## src/rtl/core/sha256mh_pkg.sv

```systemverilog
// Package with shared types, constants and round functions of the SHA-256 message hasher.
`default_nettype none

package sha256mh_pkg;

  typedef enum logic [2:0] {
    ST_IDLE,
    ST_ROUND,
    ST_FINAL,
    ST_PAD,
    ST_LEN,
    ST_OUT
  } state_e;

  localparam logic [7:0] PAD_BYTE   = 8'h80;
  localparam logic [5:0] LEN_START  = 6'd56;
  localparam logic [5:0] BLOCK_LAST = 6'd63;
  localparam logic [5:0] ROUND_LAST = 6'd63;
  localparam logic [2:0] WORD_LAST  = 3'd7;

  localparam logic [31:0] K_TABLE [64] = '{
    32'h428A2F98, 32'h71374491, 32'hB5C0FBCF, 32'hE9B5DBA5,
    32'h3956C25B, 32'h59F111F1, 32'h923F82A4, 32'hAB1C5ED5,
    32'hD807AA98, 32'h12835B01, 32'h243185BE, 32'h550C7DC3,
    32'h72BE5D74, 32'h80DEB1FE, 32'h9BDC06A7, 32'hC19BF174,
    32'hE49B69C1, 32'hEFBE4786, 32'h0FC19DC6, 32'h240CA1CC,
    32'h2DE92C6F, 32'h4A7484AA, 32'h5CB0A9DC, 32'h76F988DA,
    32'h983E5152, 32'hA831C66D, 32'hB00327C8, 32'hBF597FC7,
    32'hC6E00BF3, 32'hD5A79147, 32'h06CA6351, 32'h14292967,
    32'h27B70A85, 32'h2E1B2138, 32'h4D2C6DFC, 32'h53380D13,
    32'h650A7354, 32'h766A0ABB, 32'h81C2C92E, 32'h92722C85,
    32'hA2BFE8A1, 32'hA81A664B, 32'hC24B8B70, 32'hC76C51A3,
    32'hD192E819, 32'hD6990624, 32'hF40E3585, 32'h106AA070,
    32'h19A4C116, 32'h1E376C08, 32'h2748774C, 32'h34B0BCB5,
    32'h391C0CB3, 32'h4ED8AA4A, 32'h5B9CCA4F, 32'h682E6FF3,
    32'h748F82EE, 32'h78A5636F, 32'h84C87814, 32'h8CC70208,
    32'h90BEFFFA, 32'hA4506CEB, 32'hBEF9A3F7, 32'hC67178F2
  };

  localparam logic [31:0] IV_TABLE [8] = '{
    32'h6A09E667, 32'hBB67AE85, 32'h3C6EF372, 32'hA54FF53A,
    32'h510E527F, 32'h9B05688C, 32'h1F83D9AB, 32'h5BE0CD19
  };

  function automatic logic [31:0] rotr(input logic [31:0] v, input int unsigned n);
    return (v >> n) | (v << (32 - n));
  endfunction

  function automatic logic [31:0] big_sigma0(input logic [31:0] x);
    return rotr(x, 2) ^ rotr(x, 13) ^ rotr(x, 22);
  endfunction

  function automatic logic [31:0] big_sigma1(input logic [31:0] x);
    return rotr(x, 6) ^ rotr(x, 11) ^ rotr(x, 25);
  endfunction

  function automatic logic [31:0] small_sigma0(input logic [31:0] x);
    return rotr(x, 7) ^ rotr(x, 18) ^ (x >> 3);
  endfunction

  function automatic logic [31:0] small_sigma1(input logic [31:0] x);
    return rotr(x, 17) ^ rotr(x, 19) ^ (x >> 10);
  endfunction

  function automatic logic [31:0] choose(input logic [31:0] e, input logic [31:0] f,
                                         input logic [31:0] g);
    return (e & f) ^ (~e & g);
  endfunction

  function automatic logic [31:0] majority(input logic [31:0] a, input logic [31:0] b,
                                           input logic [31:0] c);
    return (a & b) ^ (a & c) ^ (b & c);
  endfunction

endpackage

`default_nettype wire

```

## src/rtl/core/sha256_message_hasher_core.sv

```systemverilog
// Message bytes enter one per cycle while the input is ready; a full block then runs
// 64 rounds and a final add. At message end, padding and length bytes enter one per
// cycle between blocks; eight digest items follow, one per cycle while the output is ready.
// One round unit is reused for all 64 rounds; the input is not ready while it runs.
// Reset is asynchronous and active low; it loads the initial hash values and clears counts.
`default_nettype none

module sha256_message_hasher_core (
  input  wire logic        clk_i,
  input  wire logic        rst_ni,
  input  wire logic        s_axis_tvalid_i,
  output logic             s_axis_tready_o,
  input  wire logic [7:0]  s_axis_tdata_i,   // [7:0] data_byte
  input  wire logic [0:0]  s_axis_tuser_i,   // [0] byte_present
  input  wire logic        s_axis_tlast_i,   // message_end
  output logic             m_axis_tvalid_o,
  input  wire logic        m_axis_tready_i,
  output logic [31:0]      m_axis_tdata_o,   // [31:0] digest_word
  output logic [2:0]       m_axis_tuser_o,   // [2:0] word_position
  output logic             m_axis_tlast_o    // last_word
);
  import sha256mh_pkg::*;

  state_e       state_q, state_d;
  logic [5:0]   fill_q, fill_d;
  logic [60:0]  msg_bytes_q, msg_bytes_d;
  logic [5:0]   round_q, round_d;
  logic         ending_q, ending_d;
  logic         pad_first_q, pad_first_d;
  logic         last_blk_q, last_blk_d;
  logic [2:0]   out_idx_q, out_idx_d;
  logic [31:0]  hash_q [8];
  logic [31:0]  wv_q [8];
  logic [511:0] win_q;

  logic         push;
  logic [7:0]   push_val;
  logic         load_wv;
  logic         do_round;
  logic         do_final;
  logic         out_step;
  logic [63:0]  bit_len;
  logic [7:0]   len_byte;
  logic [31:0]  w_cur;
  logic [31:0]  w_next;
  logic [31:0]  t1;
  logic [31:0]  t2;

  assign bit_len  = {msg_bytes_q, 3'b000};
  assign len_byte = bit_len[{~fill_q[2:0], 3'b000} +: 8];

  assign w_cur  = win_q[511:480];
  assign w_next = small_sigma1(win_q[63:32]) + win_q[223:192]
                + small_sigma0(win_q[479:448]) + w_cur;
  assign t1 = wv_q[7] + big_sigma1(wv_q[4]) + choose(wv_q[4], wv_q[5], wv_q[6])
            + K_TABLE[round_q] + w_cur;
  assign t2 = big_sigma0(wv_q[0]) + majority(wv_q[0], wv_q[1], wv_q[2]);

  assign s_axis_tready_o = (state_q == ST_IDLE);
  assign m_axis_tvalid_o = (state_q == ST_OUT);
  assign m_axis_tdata_o  = hash_q[0];
  assign m_axis_tuser_o  = out_idx_q;
  assign m_axis_tlast_o  = (out_idx_q == WORD_LAST);

  always_ff @(posedge clk_i or negedge rst_ni) begin
    if (!rst_ni) begin
      state_q     <= ST_IDLE;
      fill_q      <= '0;
      msg_bytes_q <= '0;
      round_q     <= '0;
      ending_q    <= 1'b0;
      pad_first_q <= 1'b0;
      last_blk_q  <= 1'b0;
      out_idx_q   <= '0;
    end else begin
      state_q     <= state_d;
      fill_q      <= fill_d;
      msg_bytes_q <= msg_bytes_d;
      round_q     <= round_d;
      ending_q    <= ending_d;
      pad_first_q <= pad_first_d;
      last_blk_q  <= last_blk_d;
      out_idx_q   <= out_idx_d;
    end
  end

  always_comb begin
    state_d     = state_q;
    fill_d      = fill_q;
    msg_bytes_d = msg_bytes_q;
    round_d     = round_q;
    ending_d    = ending_q;
    pad_first_d = pad_first_q;
    last_blk_d  = last_blk_q;
    out_idx_d   = out_idx_q;
    push        = 1'b0;
    push_val    = s_axis_tdata_i;
    load_wv     = 1'b0;
    do_round    = 1'b0;
    do_final    = 1'b0;
    out_step    = 1'b0;
    unique case (state_q)
      ST_IDLE: begin
        if (s_axis_tvalid_i) begin
          if (s_axis_tuser_i[0]) begin
            push        = 1'b1;
            fill_d      = fill_q + 6'd1;
            msg_bytes_d = msg_bytes_q + 61'd1;
          end
          if (s_axis_tlast_i) begin
            ending_d    = 1'b1;
            pad_first_d = 1'b1;
          end
          if (s_axis_tuser_i[0] && (fill_q == BLOCK_LAST)) begin
            state_d = ST_ROUND;
            load_wv = 1'b1;
          end else if (s_axis_tlast_i) begin
            state_d = ST_PAD;
          end
        end
      end
      ST_ROUND: begin
        do_round = 1'b1;
        round_d  = round_q + 6'd1;
        if (round_q == ROUND_LAST) begin
          state_d = ST_FINAL;
        end
      end
      ST_FINAL: begin
        do_final = 1'b1;
        if (last_blk_q) begin
          state_d = ST_OUT;
        end else if (ending_q) begin
          state_d = ST_PAD;
        end else begin
          state_d = ST_IDLE;
        end
      end
      ST_PAD: begin
        push        = 1'b1;
        push_val    = pad_first_q ? PAD_BYTE : 8'h00;
        pad_first_d = 1'b0;
        fill_d      = fill_q + 6'd1;
        if (fill_q == BLOCK_LAST) begin
          state_d = ST_ROUND;
          load_wv = 1'b1;
        end else if (fill_q == LEN_START - 6'd1) begin
          state_d = ST_LEN;
        end
      end
      ST_LEN: begin
        push     = 1'b1;
        push_val = len_byte;
        fill_d   = fill_q + 6'd1;
        if (fill_q == BLOCK_LAST) begin
          state_d    = ST_ROUND;
          load_wv    = 1'b1;
          last_blk_d = 1'b1;
        end
      end
      ST_OUT: begin
        if (m_axis_tready_i) begin
          out_step  = 1'b1;
          out_idx_d = out_idx_q + 3'd1;
          if (out_idx_q == WORD_LAST) begin
            state_d     = ST_IDLE;
            msg_bytes_d = '0;
            fill_d      = '0;
            ending_d    = 1'b0;
            last_blk_d  = 1'b0;
          end
        end
      end
      default: begin
        state_d = ST_IDLE;
      end
    endcase
  end

  // The digest leaves from word 0 while the initial values shift in from the top.
  always_ff @(posedge clk_i or negedge rst_ni) begin
    if (!rst_ni) begin
      for (int i = 0; i < 8; i++) begin
        hash_q[i] <= IV_TABLE[i];
      end
    end else if (do_final) begin
      for (int i = 0; i < 8; i++) begin
        hash_q[i] <= hash_q[i] + wv_q[i];
      end
    end else if (out_step) begin
      for (int i = 0; i < 7; i++) begin
        hash_q[i] <= hash_q[i + 1];
      end
      hash_q[7] <= IV_TABLE[out_idx_q];
    end
  end

  always_ff @(posedge clk_i) begin
    if (load_wv) begin
      for (int i = 0; i < 8; i++) begin
        wv_q[i] <= hash_q[i];
      end
    end else if (do_round) begin
      wv_q[0] <= t1 + t2;
      wv_q[1] <= wv_q[0];
      wv_q[2] <= wv_q[1];
      wv_q[3] <= wv_q[2];
      wv_q[4] <= wv_q[3] + t1;
      wv_q[5] <= wv_q[4];
      wv_q[6] <= wv_q[5];
      wv_q[7] <= wv_q[6];
    end
  end

  // Bytes and schedule words share one shift line; the current word sits at the top.
  always_ff @(posedge clk_i) begin
    if (push) begin
      win_q <= {win_q[503:0], push_val};
    end else if (do_round) begin
      win_q <= {win_q[479:0], w_next};
    end
  end

endmodule

`default_nettype wire

```

## config.mk

```make
export PLATFORM = sky130hd
export DESIGN_NAME = sha256_message_hasher_core
export DESIGN_NICKNAME = d
export VERILOG_FILES = /design/src/rtl/core/sha256mh_pkg.sv /design/src/rtl/core/sha256_message_hasher_core.sv
export SDC_FILE = /design/constraint.sdc
export NUM_CORES = 2
export LEC_CHECK = 0
export ABC_AREA = 1
export BUFFER_PORTS_ARGS = -buffer_cell sky130_fd_sc_hd__buf_2
export CAP_MARGIN = 5
export CORE_AREA = 3 3 549 387
export DETAILED_ROUTE_END_ITERATION = 12
export DIE_AREA = 0 0 552 390
export SLEW_MARGIN = 10
export SYNTH_ARGS = -nofsm -noshare
export SYNTH_HDL_FRONTEND = slang
export SYNTH_SLANG_ARGS = --single-unit
```

## constraint.sdc

```tcl
create_clock -name clk_i -period 16.5 [get_ports clk_i]
set_clock_uncertainty 0.1 [all_clocks]
set_input_delay 3.3 -clock clk_i [delete_from_list [all_inputs] [get_ports clk_i]]
set_output_delay 3.3 -clock clk_i [all_outputs]
set_load 0.02 [all_outputs]
```

## Word-level counts from Yosys, hierarchy flattened

Memories as Yosys holds them, arrays and structs flattened.
Cells that the tools add are included.

| word-level totals | value |
|---|---|
| register bits after elaboration | 850 |
| bits in writable memories | 256 |
| bits in read-only memories | 2304 |
| bits of input ports | 14 |
| memories kept | 3 |

Memories:

| memory | words | width | rd ports | clocked after Yosys merged registers in | write ports | RTL line | text |
|---|---|---|---|---|---|---|---|
| (name not given) | 64 | 32 | 1 | 0 | 0 | sha256_message_hasher_core.sv:56 | `+ K_TABLE[round_q] + w_cur;` |
| (name not given) | 8 | 32 | 1 | 0 | 0 | sha256_message_hasher_core.sv:194 | `hash_q[7] <= IV_TABLE[out_idx_q];` |
| wv_q | 8 | 32 | 8 | 0 | 8 | sha256_message_hasher_core.sv:33 | `logic [31:0] wv_q [8];` |

| operators by class | value |
|---|---|
| add/sub/neg operators | 22 |
| order comparisons | 2 |
| equal/unequal tests | 18 |
| shifts and indexed selects | 1 |
| multiplexer cells | 64 |
| bitwise operators | 38 |
| reduce and logical (&&, ||, !) cells | 16 |

Operators by type and width:

| cell | number |
|---|---|
| $mux W512 | 2 |
| $add A32 B32 Y32 | 18 |
| $mux W256 | 2 |
| $mux W32 | 12 |
| $xor A32 B32 Y32 | 9 |
| $mux W61 | 4 |
| $and A32 B32 Y32 | 5 |
| $pmux W61 S2 | 1 |
| $shiftx A64 B7 Y8 | 1 |
| $add A61 B1 Y61 const B | 1 |
| $not A32 Y32 | 1 |
| $or A10 B32 Y32 | 1 |
| $or A13 B32 Y32 | 1 |
| $or A14 B32 Y32 | 1 |
| $or A15 B32 Y32 | 1 |
| $or A19 B32 Y32 | 1 |
| $or A21 B32 Y32 | 1 |
| $or A25 B32 Y32 | 1 |
| $or A26 B32 Y32 | 1 |
| $or A30 B32 Y32 | 1 |
| $or A7 B32 Y32 | 1 |
| $xor A32 B22 Y32 | 1 |
| $xor A32 B29 Y32 | 1 |
| $mux W3 | 10 |
| other kinds (34) | 83 |

## Logic depth before layout (Yosys ltp)

An unclocked memory read counts as a cell.

| depth | value |
|---|---|
| word-level depth | 10 |
| gate-level depth with buffers | 45 |
| mapped depth without buffers | 44 |

## Least setup slack after synthesis

OpenSTA, ideal clock, no wires.

| timing path | value |
|---|---|
| path type | input -> register |
| from | input s_axis_tuser_i |
| to | register win_q[0], enable pin |
| library setup time | 3633 ps |
| data arrival time | 12483 ps |
| data required time | 12767 ps |
| setup slack | 283 ps |
| cell stages on the path | 6 |
| path buffers | 2 |
| cells stage by stage | nand3_4 > inv_1 > nor2_4 > buf_2 > buf_1 > nand2_1 |

| between the ends | value |
|---|---|
| cells in the longest elaborated chain, start to end | 4 |

Ends and longest elaborated chain:

| what | RTL line | text |
|---|---|---|
| from (decl) | sha256_message_hasher_core.sv:14 | `input wire logic [0:0] s_axis_tuser_i,` |
| $mux W1 | sha256_message_hasher_core.sv:105 | `if (s_axis_tuser_i[0]) begin` |
| $mux W1 | sha256_message_hasher_core.sv:104 | `if (s_axis_tvalid_i) begin` |
| $pmux W1 S2 | sha256_message_hasher_core.sv:102 | `unique case (state_q)` |
| $reduce_bool A2 Y1 (no source line) | n/a |  |
| to (signal assigned) | sha256_message_hasher_core.sv:218 | `win_q <= {win_q[503:0], push_val};` |
| to (signal assigned) | sha256_message_hasher_core.sv:220 | `win_q <= {win_q[479:0], w_next};` |
| to (decl) | sha256_message_hasher_core.sv:34 | `logic [511:0] win_q;` |

No other way between the ends.
A chain may end at the register's enable or synchronous reset.

==> results_dict.tcl <==
set metrics [dict create \
    status "complete, no violations" \
    yosysSeqAreaShare_pct 38.2 \
    drt_iter0_markers 11400 \
    avgSynthCellArea_um2 7.66 \
    die_w_um 552 \
    io_pins 52 \
    synth_top_area_cell "edfxtp_1" \
    clkSlewWorstSetupHoldPaths_ns 0.07 \
    clock.fmax_ghz 0.102 \
    startpoint_type "flop" \
    arrival_ns 10.21 \
    synthCells 10824 \
    cp-end-kind "flop" \
    grt_pass1_wl_um 522000 \
    busiest_layer "met1" \
    clk_latency_ns 0.82 \
    yosysWarnings 0 \
    synth_edf_count 768 \
    synthArstFlopShare_pct 30.6 \
    synth_top_area_share_pct 27.8 \
    initial_core_util_pct 39.9 \
    post_cts_buffers 0 \
    synth_nets 11438 \
    wl_per_cell_um 27.5 \
    cts_root_buf "clkbuf_16" \
    die_height_um 390 \
    post-dp-hpwl_um 292000 \
    rsz0062_at_grt "false" \
    portBuffers 51 \
    place.gp.congestion 1.04 \
    antenna_found_initial 12 \
    grtUsageMet1_pct 54.2 \
    grt_pass1_vias 70825 \
    slew_violations 0 \
    cp_common_cell "inv_1" \
    synthFlopType "edfxtp_1" \
    syn_to_final_growth_pct 7.68 \
    dp_slack_ns 7.05 \
    postCtsHoldBufs 0 \
    worst_path_max_delay_cell "a221oi_1" \
    cts_buffer_depth 3 \
    htreeDepth 3 \
    crit_required_ns 16.90 \
    num_vias 78465 \
    vias_per_cell 5.83 \
    cp_top_family "adder cells" \
    synth_area_leaders "edfxtp_1 28%, nand2_1 14%, o21ai_0 7.4%, inv_1 6.5%, ha_1 6.1%" \
    ys_ff_latch 1106 \
    finalCritPeriodShare_pct 59.5 \
    cts_resized 0 \
    ant_nets 0 \
    post_dp_cell_area_um2 85300 \
    slew_headroom_pct 14.6 \
    crit_type "flop to flop" \
    synthesis.area_um2 82900 \
    finalSetupViolations 0 \
    gr-total-overflow 0 \
    use_met3_pct 15.9 \
    synth_cell_type_count 70 \
    die_area_um2 215000 \
    grt_max_degree 209 \
    stdcell_area_um2 89300 \
    cts_tree "done" \
    drt_first_pass_iters 7 \
    period_minus_slack_ns 9.81 \
    cts_sinks 1106 \
    finalHoldViolCount 0 \
    final_common_cell "nand2_1" \
    cts_buffers 118 \
    fin_ws_ns 6.69 \
    crit_fanout 14 \
    grt_util_met2_pct 37.9 \
    drive_above_1_share_pct 4.99 \
    layout.nets 11203 \
    wirelength_um 370000 \
    tns_ns 0 \
    rows 140 \
    core_um2 208000 \
    hold_path_class "flop to flop" \
    grt_usage_pct 33.2 \
    max_stage_delay_ns 0.82 \
    drc 0 \
    final_cell_mix "3062 x nand2_1, 1424 x inv_1, 1222 x o21ai_0" \
    crit_buf_inv 7 \
    worst_slew_pin_slew_ns 1.27 \
    cap_violations 0 \
    finish.utilization_pct 43.0 \
]
==> logic make-up (layout without fill, tap and decap cells) <==
| kind of cell | Yosys count | count (layout) | share of synthesized area, % |
|---|---|---|---|
| AO/OA/AOI/OAI | 2246 | 2246 | 15.0 |
| XOR/XNOR | 422 | 422 | 4.46 |
| adder cells (fa/ha/maj) | 601 | 601 | 10.8 |
| buffers and inverters | 1904 | 1773 | 8.94 |
| flip-flops | 1106 | 1106 | 38.2 |
| multiplexers | 10 | 10 | 0.122 |
| other | 0 | 8 | 0 |
| AND/OR/NAND/NOR | 4535 | 4535 | 22.4 |
==> cells in the mapped netlist (27+ instances only) <==
| library cell | count |
|---|---|
| a21boi_0 | 31 |
| a21o_1 | 57 |
| a21oi_1 | 558 |
| a31oi_1 | 61 |
| buf_2 | 100 |
| buf_4 | 34 |
| clkbuf_1 | 307 |
| dfrtp_1 | 202 |
| dfstp_2 | 136 |
| edfxtp_1 | 768 |
| fa_1 | 195 |
| ha_1 | 405 |
| inv_1 | 1428 |
| nand2_1 | 3068 |
| nand3_1 | 509 |
| nand3b_1 | 27 |
| nand4_1 | 112 |
| nor2_1 | 586 |
| nor3_1 | 122 |
| nor4_1 | 39 |
| o21a_1 | 51 |
| o21ai_0 | 1222 |
| o21bai_1 | 34 |
| o221ai_1 | 35 |
| o22ai_1 | 33 |
| or2_2 | 40 |
| xnor2_1 | 179 |
| xor2_1 | 243 |
==> worst paths after layout <==
check                           cells after the start  slack, ns  startpoint          end
worst max-delay path                               35       6.69  round_q[0]  wv_q[0][18]
worst min-delay path                                1       0.37   fill_q[5]    fill_q[5]
worst max register to register                     35       6.69  round_q[0]  wv_q[0][18]
worst min register to register                      1       0.37   fill_q[5]    fill_q[5]
max in group asynchronous                           3      11.83      rst_ni   hash_q[53]
min in group asynchronous                           1       2.40      rst_ni   round_q[3]
==> final cells by class <==
type / count / area (µm²)
timing repair buffer: 108 / 781
multi-input combinational: 7814 / 43900
tap: 2769 / 3460
clock buffer: 139 / 3040
sequential: 1106 / 31700
clock inverter: 85 / 972
antenna: 8 / 20.0
inverter: 1441 / 5440
fill: 21350 / 118000
==> per-layer routing <==
layer	vias to the layer above	part of all wire, %
li1	35285	-
met1	38289	48
met2	4561	34
met3	318	17
met4	12	1.4
met5	-	0.091
==> through the flow <==
step	cells	hold slack (ns)
after floorplan	10824	0.333
after global placement	13238	0.359
after detailed placement	13238	0.359
after CTS	13462	0.368
after global routing	13462	0.378
final	13470	0.371
==> worst register-to-register path: cells and delay by family, from the launching register on <==
family | cells | cell delay (ns)
AND/OR/NAND/NOR | 13 | 2.06
flip-flops | 1 | 0.66
AO/OA/AOI/OAI | 7 | 2.34
buffers and inverters | 7 | 1.06
XOR/XNOR | 1 | 0.21
adder cells (fa/ha/maj) | 7 | 3.10
==> state kept, by name, indices dropped and copies added, names as in the netlist <==
| signal | cells |
|---|---|
| ending_q | 1 |
| fill_q | 6 |
| hash_q | 224 |
| last_blk_q | 1 |
| m_axis_tdata_o | 32 |
| m_axis_tuser_o | 3 |
| msg_bytes_q | 61 |
| pad_first_q | 1 |
| round_q | 6 |
| state_q | 3 |
| win_q | 512 |
| wv_q | 256 |
Power is left out: the tool's default activity adds up to more than one toggle a clock period on the data nets, which glitch-free logic cannot reach.
